File: config.mk
export PLATFORM = sky130hd
export DESIGN_NAME = twi_master_event_sequencer
export DESIGN_NICKNAME = d
export VERILOG_FILES = /design/src/sv/tmes_pkg.sv /design/src/sv/twi_master_event_sequencer.sv /design/src/sv/tmes_decide.sv
export SDC_FILE = /design/constraint.sdc
export NUM_CORES = 1
export LEC_CHECK = 0
export BUFFER_PORTS_ARGS = -buffer_cell sky130_fd_sc_hd__buf_2
export CAP_MARGIN = 30
export CORE_MARGIN = 2
export CORE_UTILIZATION = 45
export CTS_CLUSTER_DIAMETER = 30
export DETAILED_ROUTE_END_ITERATION = 8
export PLACE_DENSITY = 0.63
export SLEW_MARGIN = 40
export SYNTH_ARGS = -nofsm -noshare
export SYNTH_HDL_FRONTEND = slang
export SYNTH_SLANG_ARGS = --single-unit
File: constraint.sdc
create_clock -name i_clk -period 4.1 [get_ports i_clk]
set_clock_uncertainty 0.1 [all_clocks]
set_input_delay 0.205 -clock i_clk [delete_from_list [all_inputs] [get_ports i_clk]]
set_output_delay 0.205 -clock i_clk [all_outputs]
set_load 0.02 [all_outputs]
File: src/sv/tmes_pkg.sv
// Shared codes, defaults and result word type of the two-wire master event sequencer.
`timescale 1ns / 1ps

package tmes_pkg;

    localparam int DEF_BUF_DEPTH = 16;

    // Item kinds
    localparam logic [1:0] KIND_LOAD  = 2'd0;
    localparam logic [1:0] KIND_START = 2'd1;
    localparam logic [1:0] KIND_EVENT = 2'd2;

    // Bus status codes
    localparam logic [3:0] ST_START         = 4'd0;
    localparam logic [3:0] ST_REP_START     = 4'd1;
    localparam logic [3:0] ST_MT_ADDR_ACK   = 4'd2;
    localparam logic [3:0] ST_MT_ADDR_NACK  = 4'd3;
    localparam logic [3:0] ST_MT_DATA_ACK   = 4'd4;
    localparam logic [3:0] ST_MT_DATA_NACK  = 4'd5;
    localparam logic [3:0] ST_ARB_LOST      = 4'd6;
    localparam logic [3:0] ST_MR_ADDR_ACK   = 4'd7;
    localparam logic [3:0] ST_MR_ADDR_NACK  = 4'd8;
    localparam logic [3:0] ST_MR_DATA_ACK   = 4'd9;
    localparam logic [3:0] ST_MR_DATA_NACK  = 4'd10;
    localparam logic [3:0] ST_BUS_ERROR     = 4'd11;
    localparam logic [3:0] ST_NO_INFO       = 4'd12;

    typedef struct packed {
        logic       start_cond;
        logic       stop_cond;
        logic       ack_next;
        logic       tx_valid;
        logic [7:0] tx_byte;
        logic       rx_valid;
        logic [3:0] rx_index;
        logic [7:0] rx_byte;
        logic       done_res;
    } t_result;

endpackage

File: src/sv/twi_master_event_sequencer.sv
// Top level of the two-wire master event sequencer: input register, state, send buffer, output word.
`timescale 1ns / 1ps
// Use:
//   Input channel (i_in_valid / o_in_ready) carries one word per item: a load of a
//   send byte into the buffer, a transfer start, or a bus status event.
//   Output channel (o_out_valid / i_out_ready) carries the action word: start or
//   stop request, ack enable, a byte to shift out, a received byte with its index,
//   and the done mark. Loads, "no info" events and the unused kind give no word.
// Timing:
//   An accepted word sits in the input register while the decision logic runs;
//   its action word is then loaded into the output register and offered there.
//   Throughput is one word per cycle while the output word is not stalled; the
//   rate is set by the single decision pass between the input register and the
//   output register.
//   The send buffer is a memory with a registered read port that always holds the
//   byte at the current send position (written bytes are forwarded).
// Reset (i_rst_n low, synchronous): both registers empty, transfer state cleared.
//   The send buffer is not cleared; it must be loaded before a transfer reads it.
// Stall: while the output word waits, the input register still drains words that
//   give no result, and a new word is taken as soon as the output word leaves.
module twi_master_event_sequencer #(
    parameter int BUF_DEPTH = tmes_pkg::DEF_BUF_DEPTH,
    localparam int AW = (BUF_DEPTH > 1) ? $clog2(BUF_DEPTH) : 1
) (
    input  logic       i_clk,
    input  logic       i_rst_n,
    input  logic       i_in_valid,
    output logic       o_in_ready,
    input  logic [1:0] i_kind,
    input  logic [3:0] i_buf_index,
    input  logic [7:0] i_data_byte,
    input  logic [6:0] i_slave_addr,
    input  logic       i_is_read,
    input  logic [4:0] i_byte_count,
    input  logic [3:0] i_bus_status,
    output logic       o_out_valid,
    input  logic       i_out_ready,
    output logic       o_start_cond,
    output logic       o_stop_cond,
    output logic       o_ack_next,
    output logic       o_tx_valid,
    output logic [7:0] o_tx_byte,
    output logic       o_rx_valid,
    output logic [3:0] o_rx_index,
    output logic [7:0] o_rx_byte,
    output logic       o_done_res
);
    import tmes_pkg::*;

    // Input register
    logic       r_in_valid;
    logic [1:0] r_kind;
    logic [3:0] r_buf_index;
    logic [7:0] r_data_byte;
    logic [6:0] r_slave_addr;
    logic       r_is_read;
    logic [4:0] r_byte_count;
    logic [3:0] r_bus_status;

    // Transfer state
    logic          r_transmit_mode;
    logic [6:0]    r_target_addr;
    logic [7:0]    r_bytes_left;
    logic [AW-1:0] r_send_pos;
    logic [AW-1:0] r_recv_pos;
    logic [AW-1:0] n_send_pos;

    // Send buffer and its registered read port
    logic [7:0] r_store [BUF_DEPTH];
    logic [7:0] r_rd_data;

    // Output register
    logic    r_out_valid;
    t_result r_out;

    // Decision outputs
    logic          dec_has_result;
    t_result       dec_result;
    logic          dec_transmit_mode;
    logic [6:0]    dec_target_addr;
    logic [7:0]    dec_bytes_left;
    logic [AW-1:0] dec_send_pos;
    logic [AW-1:0] dec_recv_pos;
    logic          dec_wr_en;
    logic [AW-1:0] dec_wr_addr;
    logic [7:0]    dec_wr_data;

    logic w_advance;
    logic w_wr_fire;

    tmes_decide #(
        .BUF_DEPTH(BUF_DEPTH)
    ) u_decide (
        .i_kind          (r_kind),
        .i_buf_index     (r_buf_index),
        .i_data_byte     (r_data_byte),
        .i_slave_addr    (r_slave_addr),
        .i_is_read       (r_is_read),
        .i_byte_count    (r_byte_count),
        .i_bus_status    (r_bus_status),
        .i_transmit_mode (r_transmit_mode),
        .i_target_addr   (r_target_addr),
        .i_bytes_left    (r_bytes_left),
        .i_send_pos      (r_send_pos),
        .i_recv_pos      (r_recv_pos),
        .i_send_data     (r_rd_data),
        .o_has_result    (dec_has_result),
        .o_result        (dec_result),
        .o_transmit_mode (dec_transmit_mode),
        .o_target_addr   (dec_target_addr),
        .o_bytes_left    (dec_bytes_left),
        .o_send_pos      (dec_send_pos),
        .o_recv_pos      (dec_recv_pos),
        .o_wr_en         (dec_wr_en),
        .o_wr_addr       (dec_wr_addr),
        .o_wr_data       (dec_wr_data)
    );

    // Advance the held word unless it has a result and the output slot stays full.
    assign w_advance  = r_in_valid && (!dec_has_result || !r_out_valid || i_out_ready);
    assign o_in_ready = !r_in_valid || w_advance;
    assign w_wr_fire  = w_advance && dec_wr_en;

    // Send position after this edge; the read port follows it.
    always_comb begin
        if (!i_rst_n) begin
            n_send_pos = '0;
        end else if (w_advance) begin
            n_send_pos = dec_send_pos;
        end else begin
            n_send_pos = r_send_pos;
        end
    end

    always_ff @(posedge i_clk) begin
        if (!i_rst_n) begin
            r_in_valid      <= 1'b0;
            r_out_valid     <= 1'b0;
            r_transmit_mode <= 1'b0;
            r_target_addr   <= '0;
            r_bytes_left    <= '0;
            r_send_pos      <= '0;
            r_recv_pos      <= '0;
        end else begin
            // Input register: take a word whenever the held one moves on.
            if (o_in_ready) begin
                r_in_valid <= i_in_valid;
            end

            // Commit the state update of the word that advances.
            if (w_advance) begin
                r_transmit_mode <= dec_transmit_mode;
                r_target_addr   <= dec_target_addr;
                r_bytes_left    <= dec_bytes_left;
                r_recv_pos      <= dec_recv_pos;
            end
            r_send_pos <= n_send_pos;

            // Output register: load a fresh word, or drop the taken one.
            if (w_advance && dec_has_result) begin
                r_out_valid <= 1'b1;
            end else if (i_out_ready) begin
                r_out_valid <= 1'b0;
            end
        end
    end

    // Payload registers hold without reset.
    always_ff @(posedge i_clk) begin
        if (o_in_ready && i_in_valid) begin
            r_kind       <= i_kind;
            r_buf_index  <= i_buf_index;
            r_data_byte  <= i_data_byte;
            r_slave_addr <= i_slave_addr;
            r_is_read    <= i_is_read;
            r_byte_count <= i_byte_count;
            r_bus_status <= i_bus_status;
        end
        if (w_advance && dec_has_result) begin
            r_out <= dec_result;
        end
    end

    // Send buffer: one write port, one registered read port with write forwarding.
    always_ff @(posedge i_clk) begin
        if (w_wr_fire) begin
            r_store[dec_wr_addr] <= dec_wr_data;
        end
        if (w_wr_fire && (dec_wr_addr == n_send_pos)) begin
            r_rd_data <= dec_wr_data;
        end else begin
            r_rd_data <= r_store[n_send_pos];
        end
    end

    assign o_out_valid  = r_out_valid;
    assign o_start_cond = r_out.start_cond;
    assign o_stop_cond  = r_out.stop_cond;
    assign o_ack_next   = r_out.ack_next;
    assign o_tx_valid   = r_out.tx_valid;
    assign o_tx_byte    = r_out.tx_byte;
    assign o_rx_valid   = r_out.rx_valid;
    assign o_rx_index   = r_out.rx_index;
    assign o_rx_byte    = r_out.rx_byte;
    assign o_done_res   = r_out.done_res;

endmodule

File: src/sv/tmes_decide.sv
// Next-action decision for one registered item: result word and next transfer state.
`timescale 1ns / 1ps

module tmes_decide #(
    parameter int BUF_DEPTH = tmes_pkg::DEF_BUF_DEPTH,
    localparam int AW = (BUF_DEPTH > 1) ? $clog2(BUF_DEPTH) : 1
) (
    input  logic [1:0]        i_kind,
    input  logic [3:0]        i_buf_index,
    input  logic [7:0]        i_data_byte,
    input  logic [6:0]        i_slave_addr,
    input  logic              i_is_read,
    input  logic [4:0]        i_byte_count,
    input  logic [3:0]        i_bus_status,
    input  logic              i_transmit_mode,
    input  logic [6:0]        i_target_addr,
    input  logic [7:0]        i_bytes_left,
    input  logic [AW-1:0]     i_send_pos,
    input  logic [AW-1:0]     i_recv_pos,
    input  logic [7:0]        i_send_data,
    output logic              o_has_result,
    output tmes_pkg::t_result o_result,
    output logic              o_transmit_mode,
    output logic [6:0]        o_target_addr,
    output logic [7:0]        o_bytes_left,
    output logic [AW-1:0]     o_send_pos,
    output logic [AW-1:0]     o_recv_pos,
    output logic              o_wr_en,
    output logic [AW-1:0]     o_wr_addr,
    output logic [7:0]        o_wr_data
);
    import tmes_pkg::*;

    logic [7:0]    bytes_dec;
    logic [AW-1:0] send_adv;
    logic [AW-1:0] recv_adv;
    logic [8:0]    recv_ext;
    logic          load_in_range;

    assign bytes_dec     = i_bytes_left - 8'd1;
    assign send_adv      = (i_send_pos == AW'(BUF_DEPTH - 1)) ? '0 : i_send_pos + AW'(1);
    assign recv_adv      = (i_recv_pos == AW'(BUF_DEPTH - 1)) ? '0 : i_recv_pos + AW'(1);
    assign recv_ext      = 9'(i_recv_pos);
    assign load_in_range = ({28'd0, i_buf_index} < BUF_DEPTH);

    assign o_wr_addr = AW'(i_buf_index);
    assign o_wr_data = i_data_byte;

    always_comb begin
        o_has_result    = 1'b0;
        o_result        = '0;
        o_transmit_mode = i_transmit_mode;
        o_target_addr   = i_target_addr;
        o_bytes_left    = i_bytes_left;
        o_send_pos      = i_send_pos;
        o_recv_pos      = i_recv_pos;
        o_wr_en         = 1'b0;

        unique case (i_kind)
            KIND_LOAD: begin
                o_wr_en = load_in_range;
            end
            KIND_START: begin
                o_has_result        = 1'b1;
                o_result.start_cond = 1'b1;
                o_transmit_mode     = ~i_is_read;
                o_target_addr       = i_slave_addr;
                o_bytes_left        = {3'd0, i_byte_count};
                if (!i_is_read) begin
                    o_send_pos = '0;
                end else begin
                    o_recv_pos = '0;
                end
            end
            KIND_EVENT: begin
                o_has_result = 1'b1;
                case (i_bus_status) inside
                    ST_START, ST_REP_START: begin
                        o_result.tx_valid = 1'b1;
                        o_result.tx_byte  = {i_target_addr, ~i_transmit_mode};
                    end
                    ST_MT_ADDR_ACK, ST_MT_DATA_ACK: begin
                        // Send the next buffered byte, or finish when none is left.
                        if (i_bytes_left == 8'd0) begin
                            o_result.stop_cond = 1'b1;
                            o_result.done_res  = 1'b1;
                        end else begin
                            o_result.tx_valid = 1'b1;
                            o_result.tx_byte  = i_send_data;
                            o_bytes_left      = bytes_dec;
                            o_send_pos        = send_adv;
                        end
                    end
                    ST_MT_ADDR_NACK: begin
                        if (i_bytes_left != 8'd0) begin
                            o_result.start_cond = 1'b1;
                        end else begin
                            o_result.stop_cond = 1'b1;
                            o_result.done_res  = 1'b1;
                        end
                    end
                    ST_MT_DATA_NACK: begin
                        o_result.ack_next  = 1'b1;
                        o_result.stop_cond = 1'b1;
                        o_result.done_res  = 1'b1;
                    end
                    ST_ARB_LOST: begin
                        o_result.start_cond = 1'b1;
                        o_result.ack_next   = 1'b1;
                    end
                    ST_MR_ADDR_ACK: begin
                        o_result.ack_next = (i_bytes_left > 8'd1);
                    end
                    ST_MR_ADDR_NACK: begin
                        o_result.start_cond = 1'b1;
                    end
                    ST_MR_DATA_ACK: begin
                        o_result.rx_valid = 1'b1;
                        o_result.rx_index = recv_ext[3:0];
                        o_result.rx_byte  = i_data_byte;
                        o_bytes_left      = bytes_dec;
                        o_recv_pos        = recv_adv;
                        o_result.ack_next = (bytes_dec != 8'd1);
                    end
                    ST_MR_DATA_NACK: begin
                        o_result.rx_valid  = 1'b1;
                        o_result.rx_index  = recv_ext[3:0];
                        o_result.rx_byte   = i_data_byte;
                        o_result.stop_cond = 1'b1;
                        o_result.done_res  = 1'b1;
                    end
                    ST_BUS_ERROR: begin
                        o_result.stop_cond = 1'b1;
                        o_result.done_res  = 1'b1;
                    end
                    ST_NO_INFO: begin
                        o_has_result = 1'b0;
                    end
                    default: begin
                        o_result.ack_next  = 1'b1;
                        o_result.stop_cond = 1'b1;
                        o_result.done_res  = 1'b1;
                    end
                endcase
            end
            default: begin
            end
        endcase
    end

endmodule

**After elaboration in Yosys (flattened, before gate mapping)**

Memory sizes are Yosys's and may differ from the RTL's. A register that Yosys moved wholly into a read port is not among the register bits.
Cells that the tools add are included.

- Flip-flop bits (word level): 82
- Latch bits: 0
- RAM bits: 128
- Memory bits (read-only): 0
- Bits of input ports: 35
- Output and inout bits: 28
- Memories: 1

- Add/sub/neg operators: 3
- Multiply operators: 0
- Divide/modulo/power cells: 0
- $lt $le $gt $ge: 1
- Equality and inequality tests: 33
- Shifts and indexed selects: 0
- Multiplexer cells: 76
- Bitwise operators: 3
- Reductions and logical operators: 24

Memory list:

| name | words | width | rd ports | clocked after memory_dff | wr ports | RTL line | source |
|---|---|---|---|---|---|---|---|
| r_store | 16 | 8 | 1 | 1 | 1 | twi_master_event_sequencer.sv:69 | `logic [7:0] r_store [BUF_DEPTH];` |

Operator list:

| kind | number |
|---|---|
| two-way mux 8 bit | 9 |
| two-way mux 4 bit | 17 |
| two-way mux 1 bit | 40 |
| == test 4 bit, second input constant | 7 |
| two-way mux 9 bit | 3 |
| two-way mux 13 bit | 2 |
| != test 3 bit, second input constant | 6 |
| == test 4 x 3 -> 1 bit, second input constant | 4 |
| != test 2 bit, second input constant | 8 |
| case mux 4 bit (2 select lines) | 2 |
| case mux 8 bit (2 select lines) | 1 |
| AND reduction 11 bit | 1 |
| AND reduction 10 bit | 1 |
| OR reduction 10 bit | 1 |
| adder 4 x 1 -> 4 bit, second input constant | 2 |
| == test 4 x 2 -> 1 bit, second input constant | 2 |
| > comparator 8 x 1 -> 1 bit, second input constant | 1 |
| logical NOT 8 bit | 1 |
| != test 8 x 1 -> 1 bit, second input constant | 1 |
| nonzero test 8 bit | 1 |
| subtractor 8 x 1 -> 8 bit, second input constant | 1 |
| OR reduction 6 bit | 1 |
| == test 4 x 1 -> 1 bit, second input constant | 1 |
| logical AND 1 bit | 4 |
| 14 further kinds | 23 |

**Longest topological paths before layout**

Gate-level depths: netlist of the first run.

- Depth in word-level cells: 20
- Gate-level depth with buffers: 9
- Mapped depth without buffers: 7

**Modules after synthesis**

A second synthesis of the first run with hierarchy kept.

- Cells, all modules: 634
- Area, all modules: 9,261.4 µm²

Modules (own cells, without submodules):

| module | times used | cells each | area each (µm²) | sequential area each (µm²) |
|---|---|---|---|---|
| twi_master_event_sequencer | 1 | 412 | 7,816.2 | 6,155.9 |
| tmes_decide | 1 | 222 | 1,445.1 | 0.0 |

**Least setup slack after synthesis of the first run**

No wires, ideal clock.

- Path kind: flip-flop to flip-flop
- Start point: register r_bus_status[1]
- End point: register r_buf_index[0] (enable)
- Arrival time: 2.786 ns
- Data required time: 3.562 ns
- Setup slack: 0.776 ns
- Stages on the path, launching flop included: 6
- Buffers on the path: 1
- Period minus slack after synthesis: 3.324 ns
- Cells stage by stage: edfxtp_1 buf_2 nand4bb_1 a21o_1 and2_1 a31oi_1

- Cells in the longest elaborated chain, start to end: 19

RTL lines:

| element | RTL line | source |
|---|---|---|
| start: declaration | twi_master_event_sequencer.sv:58 | `logic [3:0] r_bus_status;` |
| start signal: assignment | twi_master_event_sequencer.sv:177 | `r_bus_status <= i_bus_status;` |
| == test 4 bit (no source line) | n/a |  |
| two-way mux 1 bit (10 in series) | tmes_decide.sv:77 | `case (i_bus_status) inside` |
| two-way mux 1 bit * | tmes_decide.sv:77 |  |
| case mux 1 bit (2 select lines) * | tmes_decide.sv:59 | `unique case (i_kind)` |
| logical NOT 1 bit * | twi_master_event_sequencer.sv:120 | `assign w_advance = r_in_valid && (!dec_has_result \|\| !r_out_valid \|\| i_out_ready);` |
| logical OR 1 bit * (2 in series) | twi_master_event_sequencer.sv:120 |  |
| logical AND 1 bit * | twi_master_event_sequencer.sv:120 |  |
| logical OR 1 bit * | twi_master_event_sequencer.sv:121 | `assign o_in_ready = !r_in_valid \|\| w_advance;` |
| logical AND 1 bit * | twi_master_event_sequencer.sv:170 | `if (o_in_ready && i_in_valid) begin` |
| end signal: assignment | twi_master_event_sequencer.sv:172 | `r_buf_index <= i_buf_index;` |
| end: declaration | twi_master_event_sequencer.sv:53 | `logic [3:0] r_buf_index;` |

Mark *: on every way between the ends. The rest lies on a longest branch, timed or not.
A chain may end at the register's enable or synchronous reset.

**Worst setup path in the final report of the first run**

- Start point: register r_bus_status[0]
- End point: memory r_store[5][0] (enable)

- Cells in the longest elaborated chain, start to end: 20

RTL lines:

| element | RTL line | source |
|---|---|---|
| == test 4 bit (no source line) | n/a |  |
| two-way mux 1 bit (10 in series) | tmes_decide.sv:77 |  |
| two-way mux 1 bit * | tmes_decide.sv:77 |  |
| case mux 1 bit (2 select lines) * | tmes_decide.sv:59 |  |
| logical NOT 1 bit * | twi_master_event_sequencer.sv:120 |  |
| logical OR 1 bit * (2 in series) | twi_master_event_sequencer.sv:120 |  |
| logical AND 1 bit * | twi_master_event_sequencer.sv:120 |  |
| logical AND 1 bit * | twi_master_event_sequencer.sv:122 | `assign w_wr_fire = w_advance && dec_wr_en;` |
| two-way mux 1 bit * | twi_master_event_sequencer.sv:186 | `if (w_wr_fire) begin` |
| two-way mux 1 bit (implied by the code) * | twi_master_event_sequencer.sv:187 | `r_store[dec_wr_addr] <= dec_wr_data;` |
| end: declaration | twi_master_event_sequencer.sv:69 |  |

Marked as above.

==> run_results.csv, run 1 <==
group,metric,value,unit
timing,finalCritPeriodShare,70.2,%
synthesis,synth_top_area_share,63.6,%
min_path,min_path_type,"in -> reg",
synthesis,synth_edf_count,184,
power,irDropWorstVdd,467,uV
cells_and_area,fin_area,0.0111,sq mm
synthesis,synth_area,0.00868,sq mm
cells_and_area,final_layout_size_suffix_gt1_share,25.7,%
setup_path,critPathMaxFanout,9,
floorplan,rows,50,
detailed_routing,drt_iter0_markers,461,
timing,tightest_slew,0.773,ns
detailed_routing,drt_wl_total,18900,microns
cells_and_area,utilization,59.1,%
clocking,cts-root-buf,"clkbuf_16",
synthesis,netlist_top_cells_area,"edfxtp_1 (64%), dfxtp_1 (6.9%), mux4_2 (6.2%)",
setup_path,worstRegToRegCells,5,
timing,fmax,347,MHz
setup_path,crit_type,"reg -> reg",
status,status,"complete, no violations",
global_routing,grt_use_total,19.2,%
setup_path,worstPathRequired,4.13,ns
timing,hold_violations,0,
global_routing,grt_max_degree,33,
cells_and_area,antennaDiodeCount,0,
synthesis,synth_flop_cell,"edfxtp_1",
synthesis,synth_cell_type_count,59,
place,placed_area,0.00932,sq mm
timing,setup_viol,0,
setup_path,critPathMaxStageDelay,0.62,ns
power,p_leak,3.80,nW
job,cap_violations,0,
synthesis,syn_nets,585,
clocking,clock_path_buffers,3,
detailed_routing,wl_per_cell,19.6,microns
clocking,htreeDepth,2,
timing,slew_headroom,48.4,%
detailed_routing,dr.pass1.iters,5,
detailed_routing,drc,0,
floorplan,die-area,0.0204,sq mm
synthesis,async_flop_share,0,%
cells_and_area,syn_to_final_growth,28.1,%
setup_path,slowest_stage,"nor2_1",
floorplan,die_h,143,microns
setup_path,path_cells,"nand4bb_1 -> a21o_1 -> a31oi_1 -> nand3b_1 -> nor2_1",
global_routing,gr-total-overflow,0,
clocking,cts_sinks,214,
floorplan,io_pins,63,
floorplan,die_x,143,microns
setup_path,crit_path_end,"r_store[5][0]$_DFFE_PP_",
global_routing,grt_pass1_wl,29800,microns
timing,tns,0,ns
setup_path,worst_r2r_startpoint,"r_bus_status[0]$_DFFE_PP_",
setup_path,startpoint,"r_bus_status[0]$_DFFE_PP_",
floorplan,core,0.0188,sq mm
timing,timing.hold.ws,0.0363,ns
synthesis,synthCells,542,
floorplan,start_util,46.1,%
synthesis,avgSynthCellArea,16.0,sq um
place,globalplace.congestion,0.802,
clocking,cts_made_buffers,42,
place,port_buffers,62,
setup_path,cp.arrival,2.91,ns
clocking,clock_latency,0.51,ns
setup_path,start_kind,"register",
setup_path,r2r-end,"r_store[5][0]$_DFFE_PP_",
detailed_routing,vias_per_cell,5.43,
clocking,cts_tree,"yes",
timing,fin_crit,2.88,ns
power,pwr_density_cell,553,mW/mm^2
place,hpwlAfterDp,12100,microns
place,place_ws,1.18,ns
detailed_routing,dr_total_vias,5233,
setup_path,endpoint_kind,"register",
setup_path,reg2reg_slack,1.22,ns
timing,report.final.slew_viol_count,0,
timing,rsz0062_at_grt,"no",
global_routing,grt_antenna_before_repair,0,
synthesis,yosysWarningCount,0,
global_routing,grt_pass1_vias,5330,
detailed_routing,final_antenna_net_count,0,
cells_and_area,nets,712,
synthesis,yosysTopAreaCell,"edfxtp_1",
synthesis,yosysSeqAreaShare,70.5,%
synthesis,synth-seq-cells,214,
clocking,cts.clk_slew.worst_paths,0.04,ns
timing,layout_setup_ws,1.22,ns
[layout make-up]
class	instances	area, sq um
clock buffer	46	1070
clock inverter	32	419
fill	1388	7700
inverter	7	26.3
multi-input combinational	296	2430
sequential	214	6130
tap	260	325
timing repair buffer	108	736
[cells in the final DEF (no fill, tap or decap), types with 3 or more instances in the layout]
cell	Yosys	final
edfxtp_1	184	184
buf_2	8	62
clkbuf_16	0	42
mux2i_1	32	32
dlygate4sd3_1	0	32
dfxtp_1	30	29
nand2_1	28	28
o21ai_0	25	25
mux4_2	24	24
nor2b_1	22	22
nor2_1	20	20
and2_1	14	14
buf_4	2	14
nor3_1	11	11
a21oi_1	10	10
nand3_1	9	9
bufinv_16	0	9
a221oi_1	8	8
ha_1	8	8
inv_1	7	7
a22oi_1	7	7
nand3b_1	6	6
clkinvlp_4	0	6
clkinv_1	0	6
clkinv_2	0	6
a21o_1	4	4
a21boi_0	4	4
o31ai_1	4	4
nand2b_1	4	4
nor4_1	4	4
o211ai_1	4	4
clkbuf_1	10	4
o21a_1	3	3
o2bb2ai_1	3	3
[power by group]
part / switching [mW] / internal [mW] / leakage, nW / total, mW
Sequential: 0.0470 / 2.40 / 1.93 / 2.45
Clock: 1.10 / 2.44 / 0.707 / 3.54
Combinational: 0.0908 / 0.0753 / 1.16 / 0.166
[registers in the layout, summed over array words and instances, names as in the netlist, 2 cells and up, named ones only]
name           count
r_bytes_left       8
r_recv_pos         4
r_byte_count       5
r_target_addr      7
o_rx_index         4
r_buf_index        4
o_rx_byte          8
r_store          128
o_tx_byte          8
r_send_pos         4
r_data_byte        8
r_slave_addr       7
r_kind             2
r_bus_status       4
[cells by family (layout without fill, tap and decap cells)]
family,count (synthesis),after routing,synth area share [%]
buffers and inverters,32,193,1.67
multiplexers,58,58,10.2
AO/OA/AOI/OAI,91,91,7.36
flip-flops,214,214,70.5
adder cells (fa/ha/maj),8,8,1.15
AND/OR/NAND/NOR,135,135,8.70
XOR/XNOR,4,4,0.403
[synthesized netlist by cell type (3+ instances only)]
cell and number:
buf_2 8, nand3b_1 6, and2_1 14, o21a_1 3
nor4_1 4, o2bb2ai_1 3, a22oi_1 7, clkbuf_1 10
o211ai_1 4, a21boi_0 4, a31oi_1 3, buf_1 4
a21o_1 4, a21oi_1 10, o31ai_1 4, nor2b_1 22
mux4_2 24, nor2_1 20, nand2_1 28, edfxtp_1 184
mux2i_1 32, nand3_1 9, ha_1 8, a221oi_1 8
dfxtp_1 30, nor3_1 11, inv_1 7, o21ai_0 25
nand2b_1 4
[worst max-delay path, delay by kind of cell (launching register included)]
kind | cells | cell delay, ns
and+or+nand+nor | 3 | 1.24
DFF | 1 | 0.52
AOI/OAI and AO/OA | 2 | 0.65
[stage by stage]
stage	power (mW)	std cells
3_3_place_gp	2.62	853
3_5_place_dp	2.63	853
2_1_floorplan	2.56	542
4_1_cts	6.20	963
6_report	6.16	963
5_1_grt	6.34	963
[how the worst min path moves through the flow]
stage | startpoint | to | depth (start not counted)
after floorplan | i_buf_index[0] | r_buf_index[0]$_DFFE_PP_ | 0
after global placement | i_byte_count[1] | r_byte_count[1]$_DFFE_PP_ | 1
after detailed placement | i_byte_count[0] | r_byte_count[0]$_DFFE_PP_ | 1
after CTS | i_out_ready | o_out_valid$_SDFFE_PN0P_ | 3
after global routing | i_out_ready | o_out_valid$_SDFFE_PN0P_ | 3
final | i_out_ready | o_out_valid$_SDFFE_PN0P_ | 3
[routing by layer]
layer / up-vias / wire length [microns] / track usage [%] / part of all wire [%]
li1: 2398 / - / - / -
met1: 2599 / 8610 / 27.2 / 46
met2: 195 / 8740 / 29.9 / 46
met3: 41 / 1020 / 3.96 / 5.4
met4: 0 / 489 / 6.15 / 2.6
met5: - / 0 / 0 / 0
[repair_timing]
item / in CTS / in global routing
hold buffers: 32 / 0
buffers inserted: 0 / 0
endpoints found under the hold margin: 32 / 0
gates resized for setup: 0 / 0
No activity file was read; power rests on OpenSTA's default activity.
==> run 2: changes to the inputs <==
PLACE_DENSITY = 0.66   (was 0.63)
clock period = 2.59 ns   (was 4.1 ns; I/O delays follow)
==> run 2 against run 1 <==
Maximum frequency up 23%. Total power increased by 47%. Clock power grew 38%. Design area is 0.15% higher. Sequential cell count stayed put. Global-route usage down 0.50 points. Critical path depth grew 2. Cell count is 1.1% higher. Critical endpoint is now o_tx_byte[0]$_SDFFCE_PN0P_.
==> run_results.csv, run 2 (synthesis results as in run 1) <==
group,metric,value,unit
status,status,"complete, no violations",
detailed_routing,dr.pass1.iters,5,
timing,rsz0062_at_grt,"no",
detailed_routing,wl_per_cell,18.9,microns
place,place_ws,0.153,ns
setup_path,startpoint,"r_bytes_left[0]$_SDFFE_PN0P_",
min_path,hp-start,"i_rst_n",
setup_path,path_cells,"inv_1 -> ha_1 -> nor3b_2 -> a2111oi_4 -> nor3b_4 -> a21oi_1 -> o21ai_0",
setup_path,endpoint_kind,"register",
cells_and_area,mostFrequentLayoutCells,"edfxtp_1 (184), buf_2 (62), clkbuf_16 (40)",
detailed_routing,drt_wl_total,18400,microns
timing,tns,0,ns
global_routing,grt_use_total,18.7,%
floorplan,start_util,46.1,%
clocking,htreeDepth,2,
detailed_routing,vias_per_cell,5.37,
setup_path,start_kind,"register",
cells_and_area,nets,729,
cells_and_area,antennaDiodeCount,0,
global_routing,grt_antenna_before_repair,0,
floorplan,io_pins,63,
place,placed_area,0.00950,sq mm
floorplan,core,0.0188,sq mm
setup_path,critPathMaxFanout,8,
power,p_leak,3.83,nW
detailed_routing,drt_iter0_markers,395,
place,port_buffers,62,
setup_path,reg2reg_slack,0.25,ns
clocking,cts-root-buf,"clkbuf_16",
setup_path,critPathMaxStageDelay,0.44,ns
cells_and_area,largest_reg_flops,128,
floorplan,die_h,143,microns
timing,fin_crit,2.34,ns
setup_path,slowest_stage,"nor3b_4",
job,cap_violations,0,
setup_path,worstRegToRegCells,7,
cells_and_area,regArea,0.00613,sq mm
power,pwr_density_cell,810,mW/mm^2
setup_path,worst_r2r_startpoint,"r_bytes_left[0]$_SDFFE_PN0P_",
floorplan,die_x,143,microns
global_routing,gr-total-overflow,0,
global_routing,grt_max_degree,33,
cells_and_area,final_layout_size_suffix_gt1_share,27.7,%
timing,tightest_slew,0.768,ns
min_path,min_path_type,"in -> reg",
global_routing,grt_pass1_vias,5225,
place,hpwlAfterDp,12100,microns
setup_path,crit_type,"reg -> reg",
cells_and_area,fillers,1372,
cells_and_area,layout.cells.non_filler,974,
cells_and_area,fin_area,0.0111,sq mm
clocking,clock_latency,0.52,ns
timing,finalCritPeriodShare,90.2,%
cells_and_area,multi_input_area,0.00243,sq mm
clocking,cts_setup_buffers,0,
clocking,cts.clk_slew.worst_paths,0.05,ns
place,place_inst,872,
timing,layout_setup_ws,0.253,ns
floorplan,die-area,0.0204,sq mm
setup_path,r2r-end,"o_tx_byte[0]$_SDFFCE_PN0P_",
detailed_routing,dr_total_vias,5231,
setup_path,cp.arrival,2.56,ns
clocking,clock_path_buffers,3,
clocking,cts_tree,"yes",
floorplan,rows,50,
timing,report.final.slew_viol_count,0,
timing,setup_viol,0,
timing,fmax,428,MHz
timing,hold_violations,0,
setup_path,crit_path_end,"o_tx_byte[0]$_SDFFCE_PN0P_",
global_routing,grt_pass1_wl,29000,microns
place,globalplace.congestion,0.776,
clocking,cts_sinks,214,
detailed_routing,drc,0,
detailed_routing,final_antenna_net_count,0,
cells_and_area,utilization,59.2,%
clocking,cts_made_buffers,39,
timing,slew_headroom,48.8,%
power,irDropWorstVdd,780,uV
cells_and_area,syn_to_final_growth,28.3,%
setup_path,worstPathRequired,2.81,ns
cells_and_area,top_register,"r_store",
cells_and_area,final_common_cell,"edfxtp_1",
-- run 2: area by class of cell --
| cell class | count | area share, % |
|---|---|---|
| Sequential cell | 214 | 55.0 |
| Multi-Input combinational cell | 296 | 21.8 |
| Clock buffer | 45 | 9.33 |
| Timing Repair Buffer | 128 | 8.31 |
| Tap cell | 260 | 2.92 |
| Clock inverter | 24 | 2.38 |
| Inverter | 7 | 0.236 |
-- run 2: worst min-delay path by stage --
stage / end / slack [ns] / depth (start not counted)
after floorplan: r_buf_index[0]$_DFFE_PP_ / 0.13 / 0
after global placement: r_bus_status[3]$_DFFE_PP_ / 0.21 / 1
after detailed placement: r_data_byte[1]$_DFFE_PP_ / 0.21 / 1
after CTS: o_out_valid$_SDFFE_PN0P_ / 0.01 / 2
after global routing: r_transmit_mode$_SDFFE_PN0P_ / 0.03 / 2
final: o_out_valid$_SDFFE_PN0P_ / 0.02 / 2
-- run 2: layer usage --
metal / share of wire (%) / vias up / global-route usage [%]
li1: - / 2429 / -
met5: 0 / - / 0
met1: 47 / 2610 / 27.4
met3: 5.5 / 35 / 3.92
met2: 45 / 157 / 28.1
met4: 2.2 / 0 / 6.10
-- run 2: per-stage QoR --
step	hold slack, ns	total power, mW
2_1_floorplan	0.128	4.05
3_3_place_gp	0.206	4.16
3_5_place_dp	0.208	4.17
4_1_cts	0.0101	9.10
5_1_grt	0.0340	9.30
6_report	0.0208	9.02
-- run 2: repair_timing --
item,4_1_cts,5_1_grt
endpoints found under the hold margin,33,0
hold buffers,33,0
setup endpoints to repair,0,20
resized for setup,0,1
-- run 2: where the power goes --
part	internal, mW	switching (mW)
registers	3.80	0.0687
logic	0.131	0.151
clock network	3.13	1.74
-- run 2: worst max-delay path: cells and delay by family, from the launching register on --
| kind | cells | cell delay, ns |
|---|---|---|
| flops | 1 | 0.39 |
| buf+inv | 1 | 0.10 |
| fa+ha+maj | 1 | 0.21 |
| compound gates | 3 | 0.72 |
| simple gates | 2 | 0.64 |
==> run 3: changes to the inputs <==
CORE_ASPECT_RATIO = 0.75   (was unset)
==> run 3 against run 2 <==
Sequential cell count is the same. Count of clock-buffer cells in the layout shrank 4. Sequential power is essentially flat. Routed wire length grew 7.0%. Clock power grew 1%. Design area is the same. Critical path type unchanged.
==> run_results.csv, run 3 (synthesis results as in run 1) <==
group,metric,value,unit
timing,setup_viol,0,
detailed_routing,drt_iter0_markers,414,
setup_path,crit_type,"reg -> reg",
job,cap_violations,0,
timing,timing.hold.ws,0.230,ns
floorplan,die_x,164,microns
place,placed_area,0.00949,sq mm
cells_and_area,syn_to_final_growth,28.3,%
floorplan,rows,43,
clocking,cts_tree,"yes",
place,place_inst,860,
power,p_leak,3.85,nW
detailed_routing,drt_wl_total,19700,microns
global_routing,grt_pass1_wl,29900,microns
clocking,cts_sinks,214,
cells_and_area,nets,732,
status,status,"complete, no violations",
timing,rsz0062_at_grt,"yes",
power,combPwrFrac,3.2,%
detailed_routing,dr.pass1.iters,5,
floorplan,core,0.0187,sq mm
cells_and_area,largest_reg_flops,128,
floorplan,die_h,124,microns
timing,hold_violations,0,
detailed_routing,final_antenna_net_count,0,
power,swShare,20.9,%
clocking,clock_path_buffers,3,
setup_path,reg2reg_slack,0.13,ns
global_routing,grt_use_total,19.6,%
clocking,htreeDepth,2,
setup_path,endpoint_kind,"register",
timing,finalCritPeriodShare,94.8,%
power,p_clk_share,54.2,%
setup_path,cp.arrival,2.72,ns
floorplan,io_pins,63,
timing,report.final.slew_viol_count,0,
detailed_routing,wl_per_cell,20.5,microns
timing,tns,0,ns
power,seqPwrFrac,42.5,%
setup_path,worstRegToRegCells,8,
cells_and_area,mostFrequentLayoutCells,"edfxtp_1 (184), buf_2 (62), clkbuf_16 (37)",
place,globalplace.congestion,0.823,
cells_and_area,fin_area,0.0111,sq mm
min_path,hp-start,"i_data_byte[5]",
setup_path,start_kind,"register",
detailed_routing,vias_per_cell,5.49,
place,port_buffers,62,
cells_and_area,top_register,"r_store",
power,irDropWorstVdd,598,uV
min_path,min_to,"r_data_byte[5]$_DFFE_PP_",
floorplan,start_util,46.4,%
timing,fmax,407,MHz
global_routing,grt_antenna_before_repair,0,
cells_and_area,layout.cells.non_filler,962,
detailed_routing,drc,0,
power,pwr_density_cell,816,mW/mm^2
cells_and_area,final_layout_size_suffix_gt1_share,27.7,%
cells_and_area,final_common_cell,"edfxtp_1",
clocking,cts.clk_slew.worst_paths,0.06,ns
global_routing,gr-total-overflow,0,
power,p_switching,1.90,mW
min_path,hold_depth,2,
cells_and_area,antennaDiodeCount,0,
clocking,cts_made_buffers,36,
timing,fin_crit,2.46,ns
setup_path,critPathMaxFanout,5,
clocking,clock_latency,0.50,ns
min_path,min_path_type,"in -> reg",
global_routing,grt_max_degree,33,
timing,slew_headroom,48.7,%
detailed_routing,dr_total_vias,5283,
setup_path,worst_r2r_startpoint,"r_bytes_left[0]$_SDFFE_PN0P_",
power,power.total,9.09,mW
global_routing,grt_pass1_vias,5341,
floorplan,die-area,0.0204,sq mm
power,p_int,7.19,mW
clocking,cts-root-buf,"clkbuf_16",
place,hpwlAfterDp,12400,microns
cells_and_area,fillers,1434,
timing,tightest_slew,0.770,ns
setup_path,worstPathRequired,2.85,ns
run 3: worst max path at each step:
| stage | start | endpoint | slack (ns) | cells after the start |
|---|---|---|---|---|
| floorplan | r_bus_status[1]$_DFFE_PP_ | r_store[1][0]$_DFFE_PP_ | -0.16 | 6 |
| global placement | r_bytes_left[0]$_SDFFE_PN0P_ | register | 0.22 | 7 |
| detailed placement | r_bytes_left[0]$_SDFFE_PN0P_ | register | 0.12 | 7 |
| CTS | r_bus_status[2]$_DFFE_PP_ | r_store[2][0]$_DFFE_PP_ | 0.09 | 6 |
| global route | r_bytes_left[0]$_SDFFE_PN0P_ | register | -0.03 | 8 |
| finish | r_bytes_left[0]$_SDFFE_PN0P_ | register | 0.13 | 8 |
run 3: metal layers:
| layer | share of wire [%] | wire, microns | vias up | track usage (%) |
|---|---|---|---|---|
| met5 | 0 | 0 | - | 0 |
| met4 | 2.1 | 418 | 0 | 5.88 |
| met3 | 7.0 | 1390 | 36 | 3.80 |
| met2 | 44 | 8680 | 199 | 28.9 |
| met1 | 47 | 9220 | 2605 | 29.7 |
| li1 | - | - | 2443 | - |
run 3: stage by stage:
step | setup WS, ns | utilization [%]
floorplan | -0.156 | -
global placement | 0.219 | 50.7
detailed placement | 0.121 | 50.7
CTS | 0.0888 | 59.3
global route | -0.0312 | 59.5
finish | 0.134 | 59.5
run 3: power by group through the flow:
stage	Sequential, mW	Combinational, mW	Clock, mW
after floorplan	3.91	0.146	0
after global placement	3.93	0.236	0
after detailed placement	3.93	0.246	0
after CTS	3.87	0.286	5.00
after global routing	3.87	0.318	5.17
final	3.87	0.294	4.93
run 3: timing repair:
action / in CTS / in global routing
gates resized for setup: 0 / 1
hold buffers: 34 / 0
setup buffers: 0 / 4
endpoints found under the setup margin: 0 / 17
endpoints found under the hold margin: 35 / 0
run 3: worst max-delay path: stages (launching register included):
cell and delay [ns]:
dfxtp_1 0.40, inv_1 0.11, ha_1 0.22, nor3b_2 0.20, a2111oi_4 0.50, buf_4 0.25, a211oi_1 0.08, o21ai_0 0.29
o31ai_2 0.17
run 3: layout make-up:
| type | count | area (sq um) | share of cell area, % |
|---|---|---|---|
| Sequential cell | 214 | 6130 | 55.0 |
| Multi-Input combinational cell | 296 | 2430 | 21.8 |
| Timing Repair Buffer | 134 | 973 | 8.73 |
| Clock buffer | 41 | 941 | 8.44 |
| Clock inverter | 23 | 334 | 3.00 |
| Tap cell | 247 | 309 | 2.77 |
| Inverter | 7 | 26.3 | 0.236 |
